File: config.mk
export PLATFORM = sky130hd
export DESIGN_NAME = percent_utf8_decoder
export DESIGN_NICKNAME = d
export VERILOG_FILES = /design/src/rtl/core/pud_pkg.sv /design/src/rtl/core/pud_step.sv /design/src/rtl/core/percent_utf8_decoder.sv
export SDC_FILE = /design/constraint.sdc
export NUM_CORES = 1
export LEC_CHECK = 0
export BUFFER_PORTS_ARGS = -buffer_cell sky130_fd_sc_hd__buf_4
export CAP_MARGIN = 5
export CORE_MARGIN = 2
export CORE_UTILIZATION = 40
export CTS_CLUSTER_DIAMETER = 100
export CTS_CLUSTER_SIZE = 14
export DETAILED_ROUTE_END_ITERATION = 16
export SYNTH_ARGS = -nofsm -noshare
export SYNTH_HDL_FRONTEND = slang
export SYNTH_SLANG_ARGS = --single-unit
File: constraint.sdc
create_clock -name clk -period 4.2 [get_ports clk]
set_input_delay 0.84 -clock clk [delete_from_list [all_inputs] [get_ports clk]]
set_output_delay 0.84 -clock clk [all_outputs]
set_load 0.005 [all_outputs]
File: src/rtl/core/pud_pkg.sv
`timescale 1ns / 1ps

package pud_pkg;

	localparam int CP_W = 21;
	localparam logic [7:0] PERCENT_CHAR = 8'h25;
	localparam logic [CP_W-1:0] UNICODE_MAX = 21'h10FFFF;
	localparam logic [CP_W-1:0] MAX_CP_RESET = UNICODE_MAX;

	typedef enum logic [1:0] {
		ESC_NONE,
		ESC_HI,
		ESC_LO
	} esc_phase_t;

	typedef struct packed {
		esc_phase_t      escape_phase;
		logic [3:0]      high_nibble;
		logic [CP_W-1:0] char_accum;
		logic [1:0]      bytes_pending;
		logic [1:0]      seq_length;
	} dec_state_t;

	typedef struct packed {
		logic            valid;
		logic            is_error;
		logic [CP_W-1:0] code_point;
	} dec_result_t;

	// {bad, value}; bad set when c is not a hex digit
	function automatic logic [4:0] hex_value(input logic [7:0] c);
		logic [4:0] r;
		r = 5'h10;
		if (c >= 8'h30 && c <= 8'h39) begin
			r = {1'b0, c[3:0]};
		end else if ((c >= 8'h61 && c <= 8'h66) || (c >= 8'h41 && c <= 8'h46)) begin
			r = {1'b0, c[3:0] + 4'd9};
		end
		return r;
	endfunction

endpackage

File: src/rtl/core/pud_step.sv
`timescale 1ns / 1ps

module pud_step (
	input  pud_pkg::dec_state_t            st,
	input  logic [7:0]                     enc_byte,
	input  logic                           is_last,
	input  logic [pud_pkg::CP_W-1:0]       max_cp,
	output pud_pkg::dec_state_t            st_nxt,
	output pud_pkg::dec_result_t           res
);

	typedef enum logic [1:0] {
		KIND_NONE,
		KIND_CP,
		KIND_ERR
	} kind_t;

	kind_t                      kind;
	pud_pkg::dec_state_t        nxt;
	logic [4:0]                 hex;
	logic                       do_utf;
	logic [7:0]                 raw;
	logic [pud_pkg::CP_W-1:0]   v;
	logic                       check_range;

	always_comb begin
		nxt         = st;
		kind        = KIND_NONE;
		do_utf      = 1'b0;
		raw         = enc_byte;
		v           = '0;
		check_range = 1'b0;
		hex         = pud_pkg::hex_value(enc_byte);

		unique case (st.escape_phase)
			pud_pkg::ESC_NONE: begin
				if (enc_byte == pud_pkg::PERCENT_CHAR) begin
					nxt.escape_phase = pud_pkg::ESC_HI;
				end else begin
					do_utf = 1'b1;
				end
			end
			pud_pkg::ESC_HI: begin
				if (hex[4]) begin
					kind = KIND_ERR;
				end else begin
					nxt.high_nibble  = hex[3:0];
					nxt.escape_phase = pud_pkg::ESC_LO;
				end
			end
			pud_pkg::ESC_LO: begin
				if (hex[4]) begin
					kind = KIND_ERR;
				end else begin
					nxt.escape_phase = pud_pkg::ESC_NONE;
					nxt.high_nibble  = 4'd0;
					raw              = {st.high_nibble, hex[3:0]};
					do_utf           = 1'b1;
				end
			end
			default: begin
				kind = KIND_ERR;
			end
		endcase

		if (do_utf) begin
			if (st.bytes_pending == 2'd0) begin
				if (raw < 8'h80) begin
					v           = {13'd0, raw};
					check_range = 1'b1;
				end else if (raw >= 8'hC2 && raw <= 8'hDF) begin
					nxt.char_accum    = {16'd0, raw[4:0]};
					nxt.bytes_pending = 2'd1;
					nxt.seq_length    = 2'd1;
				end else if (raw >= 8'hE0 && raw <= 8'hEF) begin
					nxt.char_accum    = {17'd0, raw[3:0]};
					nxt.bytes_pending = 2'd2;
					nxt.seq_length    = 2'd2;
				end else if (raw >= 8'hF0 && raw <= 8'hF4) begin
					nxt.char_accum    = {18'd0, raw[2:0]};
					nxt.bytes_pending = 2'd3;
					nxt.seq_length    = 2'd3;
				end else begin
					kind = KIND_ERR;
				end
			end else if (raw[7:6] != 2'b10) begin
				kind = KIND_ERR;
			end else begin
				v                 = {st.char_accum[14:0], raw[5:0]};
				nxt.char_accum    = v;
				nxt.bytes_pending = st.bytes_pending - 2'd1;
				if (nxt.bytes_pending == 2'd0) begin
					// overlong forms and surrogates
					if ((st.seq_length == 2'd1 && v < 21'h80) ||
					    (st.seq_length == 2'd2 && v < 21'h800) ||
					    (st.seq_length == 2'd3 && v < 21'h10000) ||
					    (v >= 21'hD800 && v <= 21'hDFFF)) begin
						kind = KIND_ERR;
					end else begin
						nxt.char_accum = '0;
						nxt.seq_length = 2'd0;
						check_range    = 1'b1;
					end
				end
			end
		end

		if (check_range) begin
			if (v > pud_pkg::UNICODE_MAX || v > max_cp) begin
				kind = KIND_ERR;
			end else begin
				kind = KIND_CP;
			end
		end

		// string ends inside an escape or a sequence
		if (kind == KIND_NONE && is_last &&
		    (nxt.escape_phase != pud_pkg::ESC_NONE || nxt.bytes_pending != 2'd0)) begin
			kind = KIND_ERR;
		end

		if (kind == KIND_ERR || is_last) begin
			nxt = '0;
		end

		st_nxt         = nxt;
		res.valid      = (kind != KIND_NONE);
		res.is_error   = (kind == KIND_ERR);
		res.code_point = (kind == KIND_CP) ? v : '0;
	end

endmodule

File: src/rtl/core/percent_utf8_decoder.sv
`timescale 1ns / 1ps
// Percent/UTF-8 decoder: takes one byte of a URL-encoded string per transaction
// (tlast on the final byte), undoes %XX escapes and decodes the raw bytes as
// UTF-8, giving at most one result per byte: a code point, or an error (code
// point 0) for bad hex, a bad or overlong UTF-8 sequence, a surrogate, a value
// above 0x10FFFF or max_code_point, or an escape or sequence open at tlast.
// Bytes that only advance an escape or a sequence give no result. A byte is
// registered, decoded combinationally against the decoder state and lands in
// the result register; one byte is taken every cycle while m_axis_tready keeps
// up, and a stalled result holds the input stage. Write max_code_point only
// while no transaction is in flight.

module percent_utf8_decoder (
	input  logic        clk,
	input  logic        arst_n,
	input  logic        cfg_valid,
	output logic        cfg_ready,
	input  logic [20:0] cfg_data,       // max_code_point
	input  logic        s_axis_tvalid,
	output logic        s_axis_tready,
	input  logic [7:0]  s_axis_tdata,   // [7:0] enc_byte
	input  logic        s_axis_tlast,   // is_last
	output logic        m_axis_tvalid,
	input  logic        m_axis_tready,
	output logic [23:0] m_axis_tdata,   // [20:0] code_point, [21] is_error, [23:22] zero
	output logic        m_axis_tlast    // last_out
);

	logic                       valid_s1;
	logic [7:0]                 byte_s1;
	logic                       last_s1;
	logic                       fire_s1;
	logic [pud_pkg::CP_W-1:0]   max_cp_q;
	pud_pkg::dec_state_t        st_q;
	pud_pkg::dec_state_t        st_nxt;
	pud_pkg::dec_result_t       res;
	logic                       out_valid_q;
	logic [pud_pkg::CP_W-1:0]   out_cp_q;
	logic                       out_err_q;
	logic                       out_last_q;

	assign cfg_ready     = 1'b1;
	assign fire_s1       = valid_s1 && (!out_valid_q || m_axis_tready);
	assign s_axis_tready = !valid_s1 || fire_s1;

	always_ff @(posedge clk or negedge arst_n) begin
		if (!arst_n) begin
			max_cp_q <= pud_pkg::MAX_CP_RESET;
		end else if (cfg_valid && cfg_ready) begin
			max_cp_q <= cfg_data;
		end
	end

	always_ff @(posedge clk or negedge arst_n) begin
		if (!arst_n) begin
			valid_s1 <= 1'b0;
		end else if (s_axis_tready) begin
			valid_s1 <= s_axis_tvalid;
		end
	end

	always_ff @(posedge clk) begin
		if (s_axis_tvalid && s_axis_tready) begin
			byte_s1 <= s_axis_tdata;
			last_s1 <= s_axis_tlast;
		end
	end

	pud_step u_step (
		.st       (st_q),
		.enc_byte (byte_s1),
		.is_last  (last_s1),
		.max_cp   (max_cp_q),
		.st_nxt   (st_nxt),
		.res      (res)
	);

	always_ff @(posedge clk or negedge arst_n) begin
		if (!arst_n) begin
			st_q        <= '0;
			out_valid_q <= 1'b0;
		end else begin
			if (fire_s1) begin
				st_q <= st_nxt;
			end
			if (fire_s1 && res.valid) begin
				out_valid_q <= 1'b1;
			end else if (m_axis_tready) begin
				out_valid_q <= 1'b0;
			end
		end
	end

	always_ff @(posedge clk) begin
		if (fire_s1 && res.valid) begin
			out_cp_q   <= res.code_point;
			out_err_q  <= res.is_error;
			out_last_q <= last_s1;
		end
	end

	assign m_axis_tvalid = out_valid_q;
	assign m_axis_tdata  = {2'b00, out_err_q, out_cp_q};
	assign m_axis_tlast  = out_last_q;

endmodule

* Word level (Yosys, flattened, before mapping) *
Cells that the tools add are included.

word-level totals
  flip-flop bits (word level) = 80
  logic and storage cells = 141
  input bits = 35
  output and inout bits = 28

cells by class
  add/sub/neg operators = 2
  reduce and logical (&&, ||, !) cells = 41
  equality and inequality tests = 15
  multiplexer cells = 50
  magnitude comparators = 20

operators with widths
  kind                                                              number
  2-to-1 mux 25 bit                                                 7
  2-to-1 mux 21 bit                                                 5
  2-to-1 mux 2 bit                                                  16
  2-to-1 mux 31 bit                                                 1
  >= comparator 8 bit, second input constant                        3
  less-or-equal comparator 8 bit, second input constant             3
  2-to-1 mux 8 bit                                                  3
  >= comparator 21 x 16 -> 1 bit, second input constant             1
  greater-than comparator 21 bit                                    1
  greater-than comparator 21 bit, second input constant             1
  less-or-equal comparator 21 x 16 -> 1 bit, second input constant  1
  < comparator 21 x 12 -> 1 bit, second input constant              1
  < comparator 21 x 17 -> 1 bit, second input constant              1
  < comparator 21 x 8 -> 1 bit, second input constant               1
  >= comparator 8 x 7 -> 1 bit, second input constant               2
  less-or-equal comparator 8 x 7 -> 1 bit, second input constant    2
  logical AND 1 bit                                                 15
  2-to-1 mux 6 bit                                                  2
  2-to-1 mux 1 bit                                                  10
  2-to-1 mux 5 bit                                                  2
  nonzero test 2 bit                                                5
  logical OR 1 bit                                                  9
  != test 3 bit, second input constant                              3
  == test 2 bit, second input constant                              4
  21 further kinds                                                  29

* Longest topological paths before layout *
Gate-level depths: netlist of the first run.

  depth in word-level cells = 26
  mapped depth = 21
  mapped depth without buffers = 19

* Cells and area by module *
From an unflattened synthesis of the first run, not the netlist that was laid out.

unflattened totals
  cells, all modules = 577
  area total of the unflattened synthesis = 6147.1 µm²

modules (own cells, without submodules)
  module                area each (µm²)  sequential area each (µm²)  cells an instance  instances
  percent_utf8_decoder  3200.6           2333.5                      158                1
  pud_step              2946.6           0.0                         419                1

* Worst setup path before layout of the first run *
OpenSTA, ideal clock, no wires.

  path kind = register to register
  start = register byte_s1[0]
  end = register st_q[12] (netlist name)
  arrival time = 4.583 ns
  library setup time = 0.066 ns
  period minus slack after synthesis = 4.649 ns
  path buffers = 2
  path slack = -0.449 ns
  stages on the path, launching flop included = 20
  required time = 4.134 ns
  path through = edfxtp_1 -> inv_1 -> ha_1 -> nor3b_1 -> nor3_4 -> o211ai_4 -> a21oi_1 -> clkbuf_1 -> and2_1 -> ha_1 -> nand2_1 -> or3_1 -> a2111oi_0 -> nand3_1 -> o41a_1 -> a311oi_4 -> o31ai_4 -> o21ai_4 -> buf_6 -> a22o_1

between the ends
  elaborated cells on any way between the ends = 96
  classes of those cells = add/sub: 1; order compare: 20; eq/ne: 6; mux: 45; reduce/logical: 24

RTL lines
  element                                                                                  RTL line                    RTL
  from (decl)                                                                              percent_utf8_decoder.sv:30  logic [7:0] byte_s1;
  from (signal assigned)                                                                   percent_utf8_decoder.sv:64  byte_s1 <= s_axis_tdata;
  >= comparator 8 x 7 -> 1 bit or less-or-equal comparator 8 x 7 -> 1 bit (tied branches)  pud_pkg.sv:36               end else if ((c >= 8'h61 && c <= 8'h66) || (c >= 8'h41 && c <= 8'h46)) begin
  logical AND 1 bit                                                                        pud_pkg.sv:36
  logical OR 1 bit                                                                         pud_pkg.sv:36
  2-to-1 mux 5 bit                                                                         pud_pkg.sv:36
  2-to-1 mux 5 bit                                                                         pud_pkg.sv:34               if (c >= 8'h30 && c <= 8'h39) begin
  2-to-1 mux 8 bit                                                                         pud_step.sv:52              if (hex[4]) begin
  2-to-1 mux 8 bit                                                                         pud_step.sv:35              unique case (st.escape_phase)
  != test 2 bit                                                                            pud_step.sv:86              end else if (raw[7:6] != 2'b10) begin
  [3 not listed]                                                                           --
  via u_step.v (one bit)                                                                   pud_step.sv:23              logic [pud_pkg::CP_W-1:0] v;
  [3 not listed]                                                                           --
  2-to-1 mux 2 bit (*)                                                                     pud_step.sv:108             if (check_range) begin
  logical NOT 2 bit                                                                        pud_step.sv:117             if (kind == KIND_NONE && is_last &&
  logical AND 1 bit (2 in series)                                                          pud_step.sv:117
  2-to-1 mux 2 bit (*)                                                                     pud_step.sv:117
  == test 2 bit (*)                                                                        pud_step.sv:122             if (kind == KIND_ERR || is_last) begin
  logical OR 1 bit (*)                                                                     pud_step.sv:122
  != test 5 bit (no line), or another cell as far along                                    --
  AND reduction 5 bit (no line)                                                            --
  to (signal assigned)                                                                     percent_utf8_decoder.sv:84  st_q <= st_nxt;
  to (decl)                                                                                percent_utf8_decoder.sv:34  pud_pkg::dec_state_t st_q;

The timed path passes the listed nets; every way through them passes the cells marked *. The select of a mux whose other input is x is not followed.
A chain may end at the register's enable or synchronous reset.

* Worst setup path in the final report of the first run *
  start = register byte_s1[0]
  end = register st_q[11] (netlist name)

between the ends
  elaborated cells on any way between the ends = 96
  classes of those cells = add/sub: 1; order compare: 20; eq/ne: 6; mux: 45; reduce/logical: 24

RTL lines
  element                                                                                  RTL line
  >= comparator 8 x 7 -> 1 bit or less-or-equal comparator 8 x 7 -> 1 bit (tied branches)  pud_pkg.sv:36
  logical AND 1 bit                                                                        pud_pkg.sv:36
  logical OR 1 bit                                                                         pud_pkg.sv:36
  2-to-1 mux 5 bit                                                                         pud_pkg.sv:36
  2-to-1 mux 5 bit                                                                         pud_pkg.sv:34
  2-to-1 mux 8 bit                                                                         pud_step.sv:52
  2-to-1 mux 8 bit                                                                         pud_step.sv:35
  < comparator 8 bit or != test 2 bit (tied branches)                                      pud_step.sv:68, pud_step.sv:86
  [3 not listed]                                                                           --
  via u_step.v (one bit)                                                                   pud_step.sv:23
  [3 not listed]                                                                           --
  2-to-1 mux 2 bit (*)                                                                     pud_step.sv:108
  logical NOT 2 bit                                                                        pud_step.sv:117
  logical AND 1 bit (2 in series)                                                          pud_step.sv:117
  2-to-1 mux 2 bit (*)                                                                     pud_step.sv:117
  == test 2 bit (*)                                                                        pud_step.sv:122
  logical OR 1 bit (*)                                                                     pud_step.sv:122
  != test 5 bit (no line), or another cell as far along                                    --
  AND reduction 5 bit (no line)                                                            --

Marked as above.

==> results.cfg, run 1 <==
[run_status]
run_status = finished, violations left
failed_checks = setup timing

[timing]
max_clock_freq_mhz = 233.6
fin_max_slew_vios = 0
setup-violations-final = 20
setup_ws_ns = -0.08004
rsz0062_at_grt = true
final_period_minus_worst_setup_slack_ns = 4.280
layout_worst_path_cycle_share = 1.019
final.setup_skew_ns = 0.005858
timing_hold_violations_final = 0
max_slew_margin = 0.5937
slew_at_the_pin_closest_to_its_max_slew_limit_ns = 0.6095

[routing]
drt-wirelength-per-cell_um = 16.51
drc_errors = 0
detail_route.first_pass.iterations = 5
drtIter0Drc = 207
wirelength_um = 12510
dr_total_vias = 4099
drt_via_density = 5.408
final_antenna_net_count = 0

[logic_synthesis]
netlist_top_cells_count = sky130_fd_sc_hd__nand2_1 (53), sky130_fd_sc_hd__nor2_1 (46), sky130_fd_sc_hd__inv_1 (42)
syn-mean-instance-area_um2 = 9.870
synth_seq_area_share = 0.4570
synth.cell_area_um2 = 4777
synth_async_sr_flop_share = 0.6000
netlist.area_leader.share = 0.2012
synth_cell_types = 75
largest_area_contributor_in_the_netlist = sky130_fd_sc_hd__edfxtp_1
synth_seq_cells = 80
synthTopCellsByArea = sky130_fd_sc_hd__edfxtp_1 (20%), sky130_fd_sc_hd__dfrtp_1 (16%), sky130_fd_sc_hd__dfstp_2 (9.4%), sky130_fd_sc_hd__ha_1 (7.3%), sky130_fd_sc_hd__nand2_1 (4.2%)
postSynthCellCount = 484
synth_most_common_cell = sky130_fd_sc_hd__nand2_1
yosys_most_used_dff = sky130_fd_sc_hd__edfxtp_1
synthesis.yosys.warnings = 0
synth-edff-count = 32

[critical_path]
ff2ff_path_depth = 22
critical_path_required_ns = 4.49
r2r_setup_slack_ns = -0.08
worstReg2RegEnd = st_q[11]
crit-reg2reg-launch = byte_s1[0]
critical_path.endpoint_type = flop
setup.worst_path.class = flop to flop
critical_path.max_fanout = 7
cp_data_arrival_time_ns = 4.57
critical_path.startpoint_type = flop

[pwr]
intPower_mw = 2.383
max-vdd-ir-drop_v = 0.0002409
clock_power_share = 0.236
reported_net_switching_power_mw = 1.301
leakagePower_nw = 2.887
power.density_cell_area_nw_per_um2 = 554.2
p_seq_frac = 0.298
power.combinational.fraction = 0.467
switching_share_of_power = 0.3531

[clock_tree]
worstSkewPairLatency_ns = 0.35
clock-sinks = 80
clock_tree.root_cell = sky130_fd_sc_hd__clkbuf_16
cts_inserted_buffers = 9
clock_path_buffers = 2
tritoncts = yes
clk_pin_slew_worst_paths_ns = 0.07
htree_levels = 3

[layout]
synthToLayoutAreaGrowth_pct = 39.13
stdcell_count = 758
final_nets = 673
post_route_cells_drive_above_1_share = 0.4033
antenna_cells_inserted = 0

[placement]
place.gp.congestion = 0.9274
buffer_ports.inserted = 59
pre_cts_ws_ns = -0.2623
numPlacedInstances = 728
hpwl_reported_at_the_end_of_detailed_placement_um = 9413

[global_route]
globalRouteTotalUtil = 0.2074
first_pass_grt_wire_length_um = 20800
via_count_of_the_first_global_routing_pass = 4145
maximum_number_of_pins_on_one_net_before_global_route_repair = 49
initial_antenna_violation_count = 0
overall_overflow_remaining_after_global_route = 0

[die]
coreArea_um2 = 11520
io-pin-count = 63
initial_util = 0.4148
core.rowCount = 39
fp.dieArea_um2 = 12830
vert_die_dim_um = 113.3
die_width_um = 113.3

[hold_path]
min_delay_path_depth = 0
worst_hold_path.endpoint = m_axis_tlast
min-delay-path-class = flop to flop
hold_path_startpoint = last_s1

[flow_run]
drv.max_cap_violation_count = 0
-- layer usage --
layer / share of wire / GRT usage / vias up
li1: - / - / 1994
met1: 0.45 / 0.2789 / 1979
met2: 0.48 / 0.3365 / 108
met3: 0.049 / 0.03749 / 18
met4: 0.017 / 0.07561 / 0
met5: 0 / 0 / -
-- sequential cells by signal (all words and copies together) (netlist names) --
| signal | count |
|---|---|
| byte_s1 | 8 |
| last_s1 | 1 |
| m_axis_tlast | 1 |
| m_axis_tvalid | 1 |
| max_cp_q | 21 |
| out_cp_q | 21 |
| out_err_q | 1 |
| st_q | 25 |
| valid_s1 | 1 |
-- layout by cell type, fill, tap and decap left out, types with 4 or more instances in the layout --
cell,instances
sky130_fd_sc_hd__nor2_1,36
sky130_fd_sc_hd__inv_1,38
sky130_fd_sc_hd__and2_4,5
sky130_fd_sc_hd__and2_1,13
sky130_fd_sc_hd__nor2_2,9
sky130_fd_sc_hd__buf_6,7
sky130_fd_sc_hd__a22oi_1,4
sky130_fd_sc_hd__ha_4,6
sky130_fd_sc_hd__clkbuf_16,10
sky130_fd_sc_hd__dfrtp_1,31
sky130_fd_sc_hd__a32o_1,4
sky130_fd_sc_hd__inv_2,4
sky130_fd_sc_hd__nand3_1,5
sky130_fd_sc_hd__buf_4,122
sky130_fd_sc_hd__nor3_1,4
sky130_fd_sc_hd__buf_12,4
sky130_fd_sc_hd__ha_1,22
sky130_fd_sc_hd__dfstp_2,17
sky130_fd_sc_hd__o2bb2ai_2,4
sky130_fd_sc_hd__a21oi_1,13
sky130_fd_sc_hd__a22o_1,14
sky130_fd_sc_hd__nand2b_1,6
sky130_fd_sc_hd__nand2_1,51
sky130_fd_sc_hd__o21ai_0,31
sky130_fd_sc_hd__edfxtp_1,32
-- through the flow --
| stage | hold WS, ns | setup TNS, ns | power, mW | utilization | area [um2] |
|---|---|---|---|---|---|
| floorplan | 0.4511 | -0.4073 | 1.873 | - | 4885 |
| global placement | 0.4696 | -1.451 | 2.467 | 0.5120 | 5896 |
| detailed placement | 0.4693 | -6.730 | 2.497 | 0.5120 | 5896 |
| CTS | 0.4892 | -0.7811 | 3.531 | 0.5604 | 6454 |
| global route | 0.5017 | -10.42 | 3.894 | 0.5771 | 6646 |
| finish | 0.4900 | -0.8786 | 3.683 | 0.5771 | 6646 |
-- worst max-delay path, cell delays in order (launching register included) --
cell and delay [ns]:
sky130_fd_sc_hd__edfxtp_1 0.47, sky130_fd_sc_hd__inv_2 0.11, sky130_fd_sc_hd__ha_4 0.14, sky130_fd_sc_hd__nor3b_4 0.27, sky130_fd_sc_hd__nor4_2 0.09, sky130_fd_sc_hd__o31ai_2 0.34, sky130_fd_sc_hd__o311ai_4 0.18, sky130_fd_sc_hd__buf_6 0.17
sky130_fd_sc_hd__nor2_4 0.10, sky130_fd_sc_hd__ha_4 0.21, sky130_fd_sc_hd__nor2b_4 0.12, sky130_fd_sc_hd__o21a_1 0.20, sky130_fd_sc_hd__o21ai_2 0.17, sky130_fd_sc_hd__a21oi_2 0.08, sky130_fd_sc_hd__a211oi_2 0.28, sky130_fd_sc_hd__o21ai_1 0.13
sky130_fd_sc_hd__a211oi_2 0.23, sky130_fd_sc_hd__buf_4 0.16, sky130_fd_sc_hd__o31ai_4 0.07, sky130_fd_sc_hd__buf_6 0.14, sky130_fd_sc_hd__o21ai_4 0.22, sky130_fd_sc_hd__clkbuf_16 0.19, sky130_fd_sc_hd__a22o_1 0.13
-- cell type report --
type | instances | area [um2]
fillers | 1018 | 4870
multi-input cells | 343 | 2700
flip-flops and latches | 80 | 2183
repair buffers | 134 | 1100
clock buffers | 9 | 225.2
well taps | 143 | 178.9
inverters | 42 | 157.7
clock inverters | 7 | 101.3
-- what timing repair did --
| item | 4_1_cts | 5_1_grt |
|---|---|---|
| gates resized for setup | 27 | 44 |
| hold buffers | 0 | 0 |
| setup buffers | 10 | 3 |
| cloned | 1 | 0 |
| setup endpoints to repair | 46 | 70 |
| pin swaps | 18 | 25 |
-- power by group through the flow --
stage / logic [mW] / clock network (mW) / registers, mW
final: 1.72 / 0.868 / 1.10
after CTS: 1.55 / 0.882 / 1.10
after detailed placement: 1.39 / 0 / 1.11
after global placement: 1.36 / 0 / 1.11
after floorplan: 0.760 / 0 / 1.11
after global routing: 1.86 / 0.919 / 1.12
-- worst max path at each step --
stage          endpoint        from  slack [ns]
2_1_floorplan  st_q[12]  byte_s1[4]       -0.05
3_3_place_gp   st_q[27]  byte_s1[0]        -0.1
3_5_place_dp   st_q[27]  byte_s1[0]       -0.26
4_1_cts        st_q[10]  byte_s1[0]       -0.08
5_1_grt        st_q[11]  byte_s1[0]       -0.35
6_report       st_q[11]  byte_s1[0]       -0.08
-- cells by family after synthesis --
| family | share of synthesized area |
|---|---|
| adder cells (fa/ha/maj) | 0.07334 |
| other | 0.001572 |
| AO/OA/AOI/OAI | 0.2017 |
| AND/OR/NAND/NOR | 0.1896 |
| flip-flops | 0.4570 |
| XOR/XNOR | 0.005501 |
| buffers and inverters | 0.05579 |
| multiplexers | 0.01545 |
(Power assumes the default switching activity.)
==> run 2, diff against run 1 <==
BUFFER_PORTS_ARGS = not set   (was -buffer_cell sky130_fd_sc_hd__buf_4)
DONT_BUFFER_PORTS = 1   (was not set)
==> results.cfg, run 2 (same netlist as run 1, synthesis figures left out) <==
[run_status]
run_status = finished, violations left
failed_checks = setup timing

[layout]
post_route_cells_drive_above_1_share = 0.3285
antenna_cells_inserted = 0
flip_flop_count_of_the_largest_register_all_copies_and_words_added = 25
largest_register = st_q
synthToLayoutAreaGrowth_pct = 28.81
layout.cells.most_common_list = sky130_fd_sc_hd__buf_4 (63), sky130_fd_sc_hd__nand2_1 (50), sky130_fd_sc_hd__inv_1 (39), sky130_fd_sc_hd__nor2_1 (37), sky130_fd_sc_hd__edfxtp_1 (32)
top_regs = st_q x25, max_cp_q x21, out_cp_q x21
mostFrequentLayoutCell = sky130_fd_sc_hd__buf_4
final_nets = 612
fin_area_um2 = 6153

[timing]
layout_worst_path_cycle_share = 1.013
finalSetupTns_ns = -0.6686
setup-violations-final = 28
final.setup_skew_ns = 0.006604
max_clock_freq_mhz = 235.0
final_period_minus_worst_setup_slack_ns = 4.255
fin_max_slew_vios = 0
slew_at_the_pin_closest_to_its_max_slew_limit_ns = 0.5899
setup_ws_ns = -0.05468
timing_hold_violations_final = 0
rsz0062_at_grt = true
max_slew_margin = 0.6067

[clock_tree]
cts_inserted_buffers = 9
tritoncts = yes
clock_tree.root_cell = sky130_fd_sc_hd__clkbuf_16
worstSkewPairLatency_ns = 0.36
clk_pin_slew_worst_paths_ns = 0.06
clock-sinks = 80
cts_hold_buf = 0
clock_path_buffers = 2
htree_levels = 3

[pwr]
power.density_cell_area_nw_per_um2 = 542.2
leakagePower_nw = 2.543
max-vdd-ir-drop_v = 0.0001973

[placement]
buffer_ports.inserted = 0
hpwl_reported_at_the_end_of_detailed_placement_um = 9265
postPlaceCellArea_um2 = 5470
place.gp.congestion = 0.9553
pre_cts_ws_ns = -0.2460

[critical_path]
path_cells = inv_2, ha_4, or3b_4, nand4_4, a21boi_2, o311ai_2, buf_4, nor2_4, ha_4, buf_4, nand4_1, a2111oi_4, nand3_1, o41a_1, a311oi_4, o31ai_4, buf_12, o21ai_4, buf_12, a22o_1
cp_data_arrival_time_ns = 4.55
setup.worst_path.class = flop to flop
critical_path_required_ns = 4.49
cp_slowest_cell = sky130_fd_sc_hd__edfxtp_1
crit-reg2reg-launch = byte_s1[0]
critical_path.max_fanout = 15
critical_path.startpoint_type = flop
setup.worst_path.start = byte_s1[0]
cp_slowest_stage_delay_ns = 0.48
critical_path.endpoint_type = flop

[global_route]
overall_overflow_remaining_after_global_route = 0
initial_antenna_violation_count = 0
maximum_number_of_pins_on_one_net_before_global_route_repair = 49
globalRouteTotalUtil = 0.1961
first_pass_grt_wire_length_um = 19600
via_count_of_the_first_global_routing_pass = 3688

[die]
die_width_um = 113.3
initial_util = 0.4148
io-pin-count = 63
core.rowCount = 39
vert_die_dim_um = 113.3
fp.dieArea_um2 = 12830
coreArea_um2 = 11520

[routing]
drtIter0Drc = 193
wirelength_um = 12240
drt-wirelength-per-cell_um = 17.57
drt_via_density = 5.504
final_antenna_net_count = 0
detail_route.first_pass.iterations = 5
dr_total_vias = 3836
drc_errors = 0

[hold_path]
min-delay-path-class = primary input to asynchronous set/reset pin

[flow_run]
drv.max_cap_violation_count = 0
==> run 2: worst paths after layout <==
path / to / slack [ns] / cells past startpoint
hold reg to reg: max_cp_q[10] / 0.51 / 2
setup reg to reg: st_q[8] / -0.05 / 20
min in group clk: max_cp_q[10] / 0.51 / 2
max in group asynchronous: max_cp_q[10] / 3.85 / 0
setup / recovery: st_q[8] / -0.05 / 20
hold / removal: max_cp_q[17] / 0.17 / 0
==> run 2: where the power goes <==
part	leakage [nW]	internal, mW	switching (mW)
clock network	0.146	0.467	0.346
logic	1.49	0.611	0.791
registers	0.908	1.03	0.0909
==> run 2: final cells by class <==
type	count	area (um2)
clock inverters	7	78.83
repair buffers	73	620.6
flip-flops and latches	80	2183
fillers	1039	5363
well taps	143	178.9
inverters	42	157.7
multi-input cells	343	2709
clock buffers	9	225.2
==> run 2: per-stage QoR <==
step	hold slack [ns]	std cells	power, mW	utilization
after detailed placement	0.5056	673	2.313	0.4750
after global placement	0.4969	673	2.290	0.4750
after floorplan	0.4511	485	1.873	-
after CTS	0.1631	691	3.186	0.5085
final	0.1734	697	3.337	0.5343
after global routing	0.1636	697	3.529	0.5343
==> run 2: timing repair <==
action,4_1_cts,5_1_grt
gates resized for setup,10,54
endpoints found under the setup margin,46,70
pin swaps,6,13
buffers inserted,2,6
==> run 2: worst max-delay path: cells and delay by family, from the launching register on <==
family / cells / cell delay [ns]
buf+inv: 5 / 0.73
flops: 1 / 0.48
fa+ha+maj: 2 / 0.43
simple gates: 5 / 0.78
compound gates: 8 / 1.79
==> run 2: layer usage <==
metal	global-route usage	wire length [um]
met5	0	0
met4	0.07317	225
met3	0.03589	529
met2	0.2878	5473
met1	0.2884	6015
